$ cat config.mk
export PLATFORM = sky130hd
export DESIGN_NAME = cei_dly
export DESIGN_NICKNAME = d
export VERILOG_FILES = /design/src/rtl/cei_dly.sv
export SDC_FILE = /design/constraint.sdc
export NUM_CORES = 1
export LEC_CHECK = 0
export ABC_AREA = 1
export BUFFER_PORTS_ARGS = -buffer_cell sky130_fd_sc_hd__buf_2
export CAP_MARGIN = 20
export CORE_AREA = 2 2 39 41
export CTS_CLUSTER_DIAMETER = 60
export CTS_CLUSTER_SIZE = 40
export DETAILED_ROUTE_END_ITERATION = 8
export DIE_AREA = 0 0 41 43
export PLACE_DENSITY = 0.74
export SLEW_MARGIN = 30
export SYNTH_ARGS = -nofsm -noshare
export SYNTH_HDL_FRONTEND = slang
export SYNTH_SLANG_ARGS = --single-unit
$ cat constraint.sdc
create_clock -name clk_i -period 0.8 [get_ports clk_i]
set_input_delay 0.04 -clock clk_i [delete_from_list [all_inputs] [get_ports clk_i]]
set_output_delay 0.04 -clock clk_i [all_outputs]
set_load 0.01 [all_outputs]
$ cat src/rtl/cei_dly.sv
// enabled delay line of fixed depth for sideband data
// no package dependency
`default_nettype none

module cei_dly #(
  parameter int W = 8,
  parameter int N = 2
) (
  input  logic         clk_i,
  input  logic         en_i,
  input  logic [W-1:0] d_i,
  output logic [W-1:0] q_o
);

  logic [W-1:0] tap_q [N];

  // shift one place per enabled cycle
  always_ff @(posedge clk_i) begin
    if (en_i) begin
      tap_q[0] <= d_i;
      for (int i = 1; i < N; i++) tap_q[i] <= tap_q[i-1];
    end
  end

  assign q_o = tap_q[N-1];

endmodule

`default_nettype wire

# Word-level counts from Yosys, hierarchy flattened
# Memory sizes are Yosys's and may differ from the RTL's.
# Cells that the tools add are included.
[op_classes]
mux = 2
[op_table]
columns = ["operator", "n"]
rows = [
  ["2-to-1 mux 1 bit", 2],
]
[word_totals]
memories = 1
in_bits = 10
out_inout_bits = 8
ff_bits = 0
elab_cells = 3
mem_bits_rw = 16
[mem_list]
columns = ["memory", "words", "width", "rd", "rd_clocked_by_memory_dff", "write_ports", "line_no", "rtl"]
rows = [
  ["tap_q", 2, 8, 2, 0, 2, "15", "logic [W-1:0] tap_q [N];"],
]

# Logic depth before layout (Yosys ltp)
[logic_depth]
depth_word = 2
mapped_depth = 1
ltp_nobuf = 0

# Worst setup path after synthesis
# OpenSTA, ideal clock, no wires.
[synth_path]
kind = "flip-flop to flip-flop"
startpoint = "memory tap_q[0][2]"
endpoint = "memory tap_q[1][2], in the netlist tap_q[0][10] (data pin)"
setup_slack_ps = 211
arrival_time_ps = 323
required_time_ps = 534
stages_incl_launch_ff = 1
setup_ps = 266
cell_sequence = "edfxtp_1"
[synth_lines]
columns = ["element", "line_no"]
rows = [
  ["from (decl)", "15"],
]

==> Implementation_results.wiki <==
{| class="wikitable"
! Metric !! Value
|-
| Worst-case setup margin in the final layout || -0.00779 ns
|-
| Detailed-route vias per instance || 3.97
|-
| Most instantiated cells after synthesis || sky130_fd_sc_hd__edfxtp_1, sky130_fd_sc_hd__buf_4
|-
| Peak supply drop || 0.000912 V
|-
| Setup repair after global routing missed its margin || yes
|-
| Share of synthesized flip-flops with an asynchronous set or reset || 0%
|-
| Crit share post-route || 101%
|-
| Required time of the worst setup path || 0.76 ns
|-
| Cell count after synthesis || 24
|-
| Clk sink count || 16
|-
| Routed length per instance || 9.22 um
|-
| Remaining number of nets flagged by the antenna check after routing || 0
|-
| Kind of capture point of the worst setup path || output port
|-
| Most frequently used flop master after synthesis || sky130_fd_sc_hd__edfxtp_1
|-
| Largest register by flop count || tap_q
|-
| Fin crit period || 0.808 ns
|-
| Number of DRC violations after detailed routing || 0
|-
| Number of filler instances in the final layout || 123
|-
| Clock tree from TritonCTS || yes
|-
| Switching share of total power || 17.5%
|-
| Number of antenna violations at the first check in global routing || 0
|-
| Maximum achievable frequency || 1240 MHz
|-
| CTS clk-pin slew, worst paths || 0.08 ns
|-
| DP Worst Slack || 0.116 ns
|-
| Number of endpoints with negative hold slack in the final report || 0
|-
| Fraction of final layout cells sized beyond drive strength 1 || 45.5%
|-
| Library cells used by synthesis || 2
|-
| Standard cell core area || 1380 um^2
|-
| Multi-input logic cell count || 0
|-
| Portion of synthesized cell area occupied by the leading cell type || 88.9%
|-
| Number of synthesis warnings || 0
|-
| Max FFs per register || 16
|-
| Largest regs || tap_q: 16 flops
|-
| Diodes inserted || 0
|-
| Number of synthesized flops with an enable pin || 16
|-
| Hold Crit Depth || 1
|-
| Slowest CP cell || sky130_fd_sc_hd__edfxtp_1
|-
| Post-route cell area || 688 um^2
|-
| Cell internal pwr || 1220 uW
|-
| Total die area || 1760 um^2
|-
| Final setup violation count || 8
|-
| Clock buffer count from CTS || 3
|-
| Length in cells of the worst reg-to-reg path || 0
|-
| Area overhead of the layout relative to synthesis || 27.3%
|-
| Number of levels the H-tree was split into || 1
|-
| Hold_sp || en_i
|-
| Pin count of the biggest net entering global routing || 17
|-
| Post-Synthesis Cell Area || 541 um^2
|-
| Routability-driven placement congestion ratio || 0.582
|-
| Largest stage delay, worst path || 0.36 ns
|-
| Placed standard-cell area || 586 um^2
|-
| Total power density per cell area || 2160 nW/um^2
|-
| Class of the tightest hold or removal check || in2reg
|-
| # resized after CTS || 0
|-
| Site Rows || 14
|-
| Power spent charging and discharging nets || 260 uW
|-
| R2R Path End || tap_q[0][15]
|-
| Combinational cell fraction of total power || 6.9%
|-
| Synthesized netlist net count || 34
|-
| Routed wire length || 553 um
|-
| Leading cell types by total area after synthesis || sky130_fd_sc_hd__edfxtp_1, sky130_fd_sc_hd__buf_4
|-
| Register share of total power || 67.6%
|-
| Top-count cell post-synth || sky130_fd_sc_hd__edfxtp_1
|-
| Arrival time worst endpoint || 0.77 ns
|-
| Starting utilization of the core area || 39.1%
|-
| Final global-route overflow total || 0
|-
| First-pass GRT wire length || 807 um
|-
| Sink of the worst hold path || tap_q[0][4]
|-
| Combined area of the multi-input logic cells || 0 um^2
|-
| Master cell of the clock root buffer || sky130_fd_sc_hd__clkbuf_4
|-
| Number of nets in the final layout || 56
|-
| Clock latency of the later-clocked register in the worst-skew pair || 0.27 ns
|-
| Setup slack, reg-to-reg || 0.17 ns
|-
| Outcome || complete, but fails checks
|-
| Setup TNS after final layout || -0.0367 ns
|-
| Flop and latch count out of synthesis || 16
|-
| Critical-path maximum fanout || 1
|-
| Area of all sequential standard cells || 480 um^2
|-
| Slew at the pin closest to its max-slew limit || 0.325 ns
|-
| CP cell instances || buf_2
|-
| Tightest slew margin relative to the limit || 78.3%
|-
| Share of the yosys chip area belonging to registers || 88.9%
|-
| Power share of the clock group || 25.5%
|-
| Vias in the first global route || 206
|-
| PortBufs || 17
|-
| I/O pins || 18
|-
| Mean area per synthesized cell || 22.5 um^2
|-
| Width of the chip || 41 um
|-
| Lkg Pwr || 0.000271 uW
|-
| Family of cells with the greatest summed delay on the critical path || flip-flops
|-
| Number of pins exceeding their max-slew limit in the final report || 0
|-
| Post-CTS repair timing setup buffer count || 0
|-
| Critical setup path kind || reg2out
|-
| Die outline height || 43 um
|-
| Number of buffers and inverters on the critical path || 1
|-
| Launch instance of the worst register-to-register path || tap_q[0][7]
|-
| Via count || 238
|-
| Critical path startpoint category || flop
|-
| Number of detailed-routing iterations run before antenna repair || 4
|-
| Area leader, netlist || sky130_fd_sc_hd__edfxtp_1
|-
| Layout Skew || 0.000287 ns
|-
| Maximum number of buffers from clock root to sink || 2
|-
| Max-capacitance violation count || 0
|-
| All-Layer GR Usage || 7.08%
|-
| Drt first-iter violations || 5
|-
| Violations in the final reports || setup timing
|}
==> worst max path at each step <==
stage,start,to,slack (ns),depth (start not counted)
after detailed placement,en_i,tap_q[0][7],0.12,1
after global placement,en_i,tap_q[0][10],0.14,1
after global routing,tap_q[0][13],q_o[5],-0.06,1
after floorplan,tap_q[0][2],tap_q[0][10],0.21,0
final,tap_q[0][11],q_o[3],-0.008,1
after CTS,tap_q[0][9],q_o[1],-0.02,1
==> cell families (layout without fill, tap and decap cells) <==
family / count (synthesis) / in the layout / synth area share (%)
buf+inv: 8 / 28 / 11.1
flops: 16 / 16 / 88.9
==> metrics by stage <==
step           util, %  hold slack, ns  instances  power [uW]
2_1_floorplan        -           0.139         24        1070
3_3_place_gp      42.3           0.218         49        1090
3_5_place_dp      42.3           0.219         49        1100
4_1_cts           49.7           0.187         60        1490
5_1_grt           49.7           0.185         60        1560
6_report          49.7           0.183         60        1480
==> area by class of cell <==
class | instances | share of cell area, %
clock buffer | 3 | 3.27
sequential | 16 | 69.8
tap | 16 | 2.91
timing repair buffer | 25 | 24.0
==> placed cells by master, fill, tap and decap left out <==
cell type / netlist / routed
sky130_fd_sc_hd__buf_2: 0 / 17
sky130_fd_sc_hd__clkbuf_4: 0 / 3
sky130_fd_sc_hd__dlygate4sd3_1: 0 / 8
sky130_fd_sc_hd__edfxtp_1: 16 / 16
==> power by group through the flow <==
| stage | sequential (uW) | clock, uW | combinational (uW) |
|---|---|---|---|
| 6_report | 1000 | 378 | 102 |
| 5_1_grt | 1010 | 440 | 111 |
| 4_1_cts | 1000 | 385 | 104 |
| 3_5_place_dp | 1020 | 0 | 74.7 |
| 3_3_place_gp | 1020 | 0 | 72.6 |
| 2_1_floorplan | 1020 | 0 | 50.8 |
==> per-layer routing <==
| metal | routed length [um] | global-route usage [%] | part of all wire (%) |
|---|---|---|---|
| met4 | 0 | 6.00 | 0 |
| met1 | 226 | 8.70 | 41 |
| met3 | 68 | 1.57 | 12 |
| met2 | 257 | 10.0 | 46 |
| met5 | 0 | 0 | 0 |
==> repair_timing <==
item,CTS,global route
gates cloned,0,0
endpoints found under the hold margin,8,0
hold buffers,8,0
endpoints found under the setup margin,8,8
(Power assumes the default switching activity.)
