`src/rtl/cei_pkg.sv`:
```
// shared types, fixed-point constants and latency figures for the
// complete elliptic integral pipeline; no dependencies
`default_nettype none

package cei_pkg;

  // internal fixed point: unsigned Q8.56 in 64 bits
  localparam int FB = 56;
  localparam int QW = 64;
  typedef logic [QW-1:0] q_t;

  // field widths
  localparam int IN_W  = 53;
  localparam int K_W   = 45;
  localparam int E_W   = 42;
  localparam int CFG_IDX_W = 1;
  localparam int CFG_W = 53;
  localparam int SHIFT_W = 6;

  // parameter defaults
  localparam int IN_FRAC_BITS_DEF  = 52;
  localparam int OUT_FRAC_BITS_DEF = 40;
  localparam int NUM_TERMS = 10;

  // register indexes
  localparam logic [CFG_IDX_W-1:0] REG_MIN_MOD  = 1'b0;
  localparam logic [CFG_IDX_W-1:0] REG_MIN_COMP = 1'b1;

  // register reset values
  localparam logic [CFG_W-1:0] MIN_MOD_RST  = 53'd4503599627;
  localparam logic [CFG_W-1:0] MIN_COMP_RST = 53'd2;

  // latency figures
  localparam int MUL_LAT   = 2;
  localparam int FRONT_LAT = 3;
  localparam int LOG_ITERS = FB;
  localparam int LOG_LAT   = LOG_ITERS * MUL_LAT + MUL_LAT;
  localparam int POLY_LAT  = (NUM_TERMS - 1) * MUL_LAT;
  localparam int TOTAL_LAT = FRONT_LAT + LOG_LAT + MUL_LAT + 1;

  // special-case flags carried along the pipeline
  typedef struct packed {
    logic invalid;
    logic zero;
    logic tiny;
  } flags_t;

  // floor(num / 10^p10 * 2^FB) by long division, for elaboration only
  function automatic q_t dec_to_q(input logic [63:0] num, input int p10);
    logic [63:0]  d;
    logic [127:0] n;
    logic [63:0]  r;
    logic [63:0]  q;
    d = 64'd1;
    for (int i = 0; i < p10; i++) d = d * 64'd10;
    n = {64'd0, num} << FB;
    r = '0;
    q = '0;
    for (int i = 127; i >= 0; i--) begin
      r = {r[62:0], n[i]};
      q = {q[62:0], 1'b0};
      if (r >= d) begin
        r = r - d;
        q[0] = 1'b1;
      end
    end
    return q;
  endfunction

  localparam q_t ONE_Q      = q_t'(1) << FB;
  localparam q_t ZERO_K_Q   = q_t'(13) << FB;
  localparam q_t LN2_Q      = dec_to_q(64'd69314718055994531, 17);

  localparam q_t K1_Q [NUM_TERMS] = '{
    dec_to_q(64'd30072519903687, 17), dec_to_q(64'd39684709020990, 16),
    dec_to_q(64'd10795990490592, 15), dec_to_q(64'd10589953620989, 15),
    dec_to_q(64'd75193867218084, 16), dec_to_q(64'd89266462945565, 16),
    dec_to_q(64'd14942029142282, 15), dec_to_q(64'd30885173001900, 15),
    dec_to_q(64'd96573590301742, 15), dec_to_q(64'd13862943611199, 13)};
  localparam q_t K2_Q [NUM_TERMS] = '{
    dec_to_q(64'd66631752464607, 18), dec_to_q(64'd17216147097987, 16),
    dec_to_q(64'd92811603829686, 16), dec_to_q(64'd20690240005101, 15),
    dec_to_q(64'd29503729348689, 15), dec_to_q(64'd37335546682286, 15),
    dec_to_q(64'd48827155048118, 15), dec_to_q(64'd70312495459547, 15),
    dec_to_q(64'd12499999999764, 14), dec_to_q(64'd50000000000000, 14)};
  localparam q_t E1_Q [NUM_TERMS-1] = '{
    dec_to_q(64'd32519201550639, 17), dec_to_q(64'd43025377747931, 16),
    dec_to_q(64'd11785841008734, 15), dec_to_q(64'd11841925995501, 15),
    dec_to_q(64'd90355277375409, 16), dec_to_q(64'd11716766944658, 15),
    dec_to_q(64'd21836131405487, 15), dec_to_q(64'd56805223329308, 15),
    dec_to_q(64'd44314718058337, 14)};
  localparam q_t E2_Q [NUM_TERMS-1] = '{
    dec_to_q(64'd72031696345716, 18), dec_to_q(64'd18645379184063, 16),
    dec_to_q(64'd10087958494375, 15), dec_to_q(64'd22660309891604, 15),
    dec_to_q(64'd32811069172721, 15), dec_to_q(64'd42672510126592, 15),
    dec_to_q(64'd58592707184265, 15), dec_to_q(64'd93749995116367, 15),
    dec_to_q(64'd24999999999746, 14)};

endpackage

`default_nettype wire

```
`src/rtl/cei_front.sv`:
```
// input conditioning: threshold checks, scaling to Q.56, and a
// registered normalization (bit search, then shift); uses cei_pkg
`default_nettype none

module cei_front #(
  parameter int IN_FRAC_BITS = cei_pkg::IN_FRAC_BITS_DEF
) (
  input  logic                         clk_i,
  input  logic                         en_i,
  input  logic [cei_pkg::IN_W-1:0]     modulus_sq_i,
  input  logic [cei_pkg::IN_W-1:0]     complement_sq_i,
  input  logic [cei_pkg::CFG_W-1:0]    min_mod_i,
  input  logic [cei_pkg::CFG_W-1:0]    min_comp_i,
  output cei_pkg::q_t                  x_o,
  output cei_pkg::q_t                  m_o,
  output logic [cei_pkg::SHIFT_W-1:0]  p_o,
  output cei_pkg::flags_t              flags_o
);
  import cei_pkg::*;

  localparam logic [63:0] ONE_IN = 64'd1 << IN_FRAC_BITS;

  logic [63:0] kd;
  q_t          x_sc;
  q_t          x1_d, x1_q, x2_q, x3_q, m3_q;
  flags_t      f1_d, f1_q, f2_q, f3_q;
  logic [SHIFT_W-1:0] p2_d, p2_q, p3_q;

  // clamp the complement to one and scale to Q.56
  always_comb begin
    kd = {11'd0, complement_sq_i};
    if (kd > ONE_IN) kd = ONE_IN;
    f1_d.invalid = modulus_sq_i < min_mod_i;
    f1_d.zero    = kd == 64'd0;
    f1_d.tiny    = kd < {11'd0, min_comp_i};
    x1_d = (x_sc == '0) ? q_t'(1) : x_sc;
  end

  if (IN_FRAC_BITS <= FB) begin : g_up
    assign x_sc = kd << (FB - IN_FRAC_BITS);
  end else begin : g_dn
    assign x_sc = kd >> (IN_FRAC_BITS - FB);
  end

  // leading one search
  always_comb begin
    p2_d = '0;
    for (int i = 0; i < QW; i++) begin
      if (x1_q[i]) p2_d = SHIFT_W'(i);
    end
  end

  // three register stages
  always_ff @(posedge clk_i) begin
    if (en_i) begin
      x1_q <= x1_d;
      f1_q <= f1_d;
      x2_q <= x1_q;
      p2_q <= p2_d;
      f2_q <= f1_q;
      x3_q <= x2_q;
      p3_q <= p2_q;
      m3_q <= x2_q << (SHIFT_W'(FB) - p2_q);
      f3_q <= f2_q;
    end
  end

  assign x_o     = x3_q;
  assign m_o     = m3_q;
  assign p_o     = p3_q;
  assign flags_o = f3_q;

endmodule

`default_nettype wire

```
`config.mk`:
```
export PLATFORM = sky130hd
export DESIGN_NAME = cei_front
export DESIGN_NICKNAME = d
export VERILOG_FILES = /design/src/rtl/cei_pkg.sv /design/src/rtl/cei_front.sv
export SDC_FILE = /design/constraint.sdc
export NUM_CORES = 1
export LEC_CHECK = 0
export ABC_CLOCK_PERIOD_IN_PS = 4500
export BUFFER_PORTS_ARGS = -buffer_cell sky130_fd_sc_hd__buf_2
export CAP_MARGIN = 40
export CORE_UTILIZATION = 40
export CTS_CLUSTER_SIZE = 28
export DETAILED_ROUTE_END_ITERATION = 8
export GPL_TIMING_DRIVEN = 0
export PLACE_DENSITY = 0.67
export SYNTH_ARGS = -nofsm -noshare
export SYNTH_HDL_FRONTEND = slang
export SYNTH_SLANG_ARGS = --single-unit
```
`constraint.sdc`:
```
create_clock -name clk_i -period 4.5 [get_ports clk_i]
set_input_delay 0.675 -clock clk_i [delete_from_list [all_inputs] [get_ports clk_i]]
set_output_delay 0.675 -clock clk_i [all_outputs]
set_load 0.005 [all_outputs]
```
# --- Yosys cells after proc, flatten, opt, wreduce, memory -nomap -nowiden ---
# Cells that the tools add are included.
op_classes:
  n_reduce_logical: 7
  shifts: 1
  add_sub_neg: 1
  order_cmp: 3
  n_mux: 64
op_table:
  columns: ["operator", "n"]
  rows:
  - ["$mux 6", 29]
  - ["$logic_not 64->1", 2]
  - ["$lt 53x53->1", 2]
  - ["$mux 5", 16]
  - ["$shl 57x6->64", 1]
  - ["$gt 53x53->1 const B", 1]
  - ["$mux 53", 1]
  - ["$mux 4", 8]
  - ["$reduce_or 32->1", 1]
  - ["$reduce_or 16->1", 1]
  - ["$mux 3", 4]
  - ["$reduce_or 8->1", 1]
  - ["$mux 2", 3]
  - ["$sub 6x6->6 const A", 1]
  - ["$reduce_or 4->1 const A", 1]
  - ["$mux 1", 3]
  - ["$reduce_or 2->1 const A", 1]
word_totals:
  in_bits: 214
  output_inout_bits: 137
  ff_bits: 253

# --- Depth between registers and ports, before layout ---
depth:
  ltp_word: 62
  depth_mapped: 14
  mapped_depth_nobuf: 12

# --- Least setup slack after synthesis ---
# Ideal clock, no wire load.
synth_path:
  kind: "input port to flip-flop"
  startpoint: "input complement_sq_i[17] (netlist name)"
  endpoint: "register f1_q[0] (netlist name) (data pin)"
  path_stages: 14
  path_slack_ns: 0.816
  arrival_time_ns: 3.532
  t_required_ns: 4.348
  setup_ns: 0.152
  cell_sequence: "nor4_1 > nand4_1 > o41ai_2 > clkbuf_2 > clkbuf_2 > and2_1 > ha_1 > a2111oi_0 > o21ai_0 > a31o_2 > a21oi_1 > and4_1 > o31ai_1 > a31oi_1"
synth_lines:
  columns: ["element", "line", "text"]
  rows:
  - ["start, declared", "cei_front.sv:11", "input logic [cei_pkg::IN_W-1:0] complement_sq_i,"]
  - ["end signal, assigned", "cei_front.sv:57", "f1_q <= f1_d;"]
  - ["end, declared", "cei_front.sv:26", "flags_t f1_d, f1_q, f2_q, f3_q;"]

==> metrics.txt <==
floorplan row count 70; Cells after Synth 1371; pin count of the biggest net entering global routing 126; RSZ-0062 raised after global routing false; largest area contributor in the netlist edfxtp_1; Ys Warns 0; grt ovf 0; vias 12100; vias in the first global route 11800; worst-path cell chain buf_2 -> nor4_1 -> nand4_1 -> o41ai_4 -> clkbuf_2 -> clkbuf_2 -> and2_1 -> ha_1 -> a2111oi_0 -> o21ai_0 -> a31o_2 -> a21oi_1 -> and4_1 -> o31ai_1 -> a31oi_1; chip height 196 um; cell area after synthesis 0.0151 mm2; Final Hold Fails 0; Yosys reg bits 244; Finished Layout Cells 2235; most common cell in the netlist edfxtp_1; CP startpoint kind input pin; Yosys cell types 63; wire length per cell 20.5 um; top-area cell type share of the netlist area 48.7%; Die X 196 um; hold_ws 418 ps; area grow syn2layout 21.5%; worst reg2reg startpoint p2_q[0]; post-route cell area 0.0183 mm2; worst hold path type register to register; CP bufs+invs 3; clock sinks 244; top post-synthesis cells by count edfxtp_1 (244), inv_1 (126), nor2_1 (110); clock root buffer clkbuf_16; slowest CP cell nor4_1; RR Endpoint m_o[56]; antenna-violating nets left 0; Cell Count Post-Placement 2190; drt total wl 45700 um; LEAKAGE 7.95 nW; Area contributors post-synth edfxtp_1 (49%), ha_1 (8.7%), mux4_2 (6.4%); async set-reset flop share out of synthesis 0%; first-pass GRT wire length 68500 um; CP Data Arrival Time 4610 ps; GPL Wtd Cong 0.979; DRC viols 0; cell repeated most along the worst path clkbuf_2; htree depth 1; Clk Latency, worst-skew pair 530 ps; WHS Path Cells 0; register area share after synthesis 48.7%; R2R Setup Slk 480 ps; minimum clock period after layout 4280 ps; Post-DP HPWL 37300 um; Worst Hold Path EP x2_q[0]; Final Slew Violations 0; Top FF cell, synth edfxtp_1; full die area 0.0384 mm2; fmax 234 MHz; Top Ports 351; Max Root-Sink Buffers 3; Inserted Clock Buffers 24; Crit path depth 15; fraction of layout cells with a size suffix above 1 28.1%; CTS tree yes; Setup violations, final 0; Final WS setup 223 ps; Initial Util 40.9%; Worst-path clk slew 60 ps; ant diodes 0; Core ar. 0.0368 mm2; Crit. End Element register; Max Clock Skew 15.6 ps; fin util 49.7%; crit path from complement_sq_i[41]; R2R cell count 14; period utilization 95.1%; maximum VDD drop 0.222 mV; Worst Max-Slew Pin Slew 921 ps; family with the most delay on the worst path compound AO/OA/AOI/OAI gates; Hold Crit Start x1_q[0]; kind of critical path input pin to register; Syn Area/Cell 11.0 um2; crit-path max FO 10; initial antenna violation count 0; Layout fillers 3436; Slew headroom 38.6%; pre-CTS setup slack -776 ps; Final nets 2069; DR pass1 iterations 5; vias per inst 5.40; power density cells 372 mW/mm2; hold-fix buffers at CTS 0; Post-synth EDFFs 244; status finished clean; DR iter-0 viols 780; dpl cell area 0.0174 mm2; Worst EP required 4830 ps; number of port buffers 340; CP peak stage delay 490 ps; All-Layer GR Usage 23.3%; max cap viols 0
==> where the power goes <==
part | internal [W] | leakage (nW) | switching, W
Clock | 0.00130 | 0.407 | 0.000850
Sequential | 0.00277 | 2.39 | 0.000136
Combinational | 0.000695 | 5.15 | 0.00106
==> cells by family (layout without fill, tap and decap cells) <==
group                    count (synthesis)  count (layout)  synth area share (%)
AND/OR/NAND/NOR                        442             442                  14.7
AO/OA/AOI/OAI                          266             266                  11.0
flip-flops                             244             244                  48.7
buffers and inverters                  201             588                  5.86
adder cells (fa/ha/maj)                105             105                  8.73
multiplexers                           104             104                  10.6
XOR/XNOR                                 8               8                 0.515
other                                    1              10                0.0249
==> final cells by class <==
cell class	count	area (um2)	area share (%)
Sequential cell	244	7330	40.0
Multi-Input combinational cell	935	6900	37.7
Timing Repair Buffer	344	1760	9.63
Clock buffer	27	633	3.46
Tap cell	468	586	3.20
Inverter	126	473	2.58
Buffer	75	409	2.24
Clock inverter	16	211	1.16
==> metal layers <==
layer  track usage (%)  vias up  routed length (um)
met5                 0        -                   0
met4              5.87        0                1030
met3              4.13       70                3010
met2              39.8      485               22100
met1              30.6     5695               19600
li1                  -     5812                   -
==> cells in the final DEF (no fill, tap or decap), types with 4 or more instances in the layout <==
cell	n
or4_1	4
nand2_1	102
and3_1	10
o31ai_1	5
a2111oi_0	7
ha_1	105
a311oi_1	6
nor4_1	28
nor2_1	110
o21ai_0	48
a22o_1	5
a211oi_1	19
o21bai_1	4
buf_6	5
and2_1	86
o311ai_0	4
a21o_1	12
conb_1	10
inv_1	126
nand4_1	22
nor3_1	29
clkbuf_16	25
nor2b_1	25
nand3_1	11
clkbuf_1	25
buf_4	16
buf_2	366
clkbuf_2	6
mux2_2	10
o21ai_1	21
mux4_2	43
mux2i_1	51
bufinv_16	5
edfxtp_1	244
o22ai_1	8
a31oi_1	8
a21oi_1	83
clkinv_1	6
o211ai_1	12
xor2_1	4
==> worst max path at each step <==
stage | to
floorplan | f1_q[0]
global placement | f1_q[0]
detailed placement | f1_q[0]
CTS | f1_q[0]
global route | f1_q[0]
finish | f1_q[0]
==> what timing repair did <==
action / CTS / global route
setup buffers: 0 / 2
pin swaps: 0 / 1
resized for setup: 2 / 0
endpoints found under the setup margin: 1 / 1
==> sequential cells by signal, indices dropped and copies added (netlist names) <==
signal / count
x2_q: 54
f1_q: 2
m_o: 64
f2_q: 2
p2_q: 6
x_o: 54
flags_o: 2
p_o: 6
x1_q: 54
==> worst register-to-register path: stages (launching register included) <==
cell	delay, ps
edfxtp_1	500
buf_6	220
buf_6	200
buf_4	240
inv_1	70
ha_1	260
buf_2	180
buf_1	620
mux4_2	450
mux2i_1	260
nand2_1	90
o21ai_1	150
nor2_1	70
a21oi_1	330
a21oi_1	130
==> through the flow <==
stage / power (W) / TNS, ps
floorplan: 0.00393 / 0
global placement: 0.00467 / -98780
detailed placement: 0.00468 / -776
CTS: 0.00682 / 0
global route: 0.00710 / 0
finish: 0.00680 / 0
(Power assumes the default switching activity.)
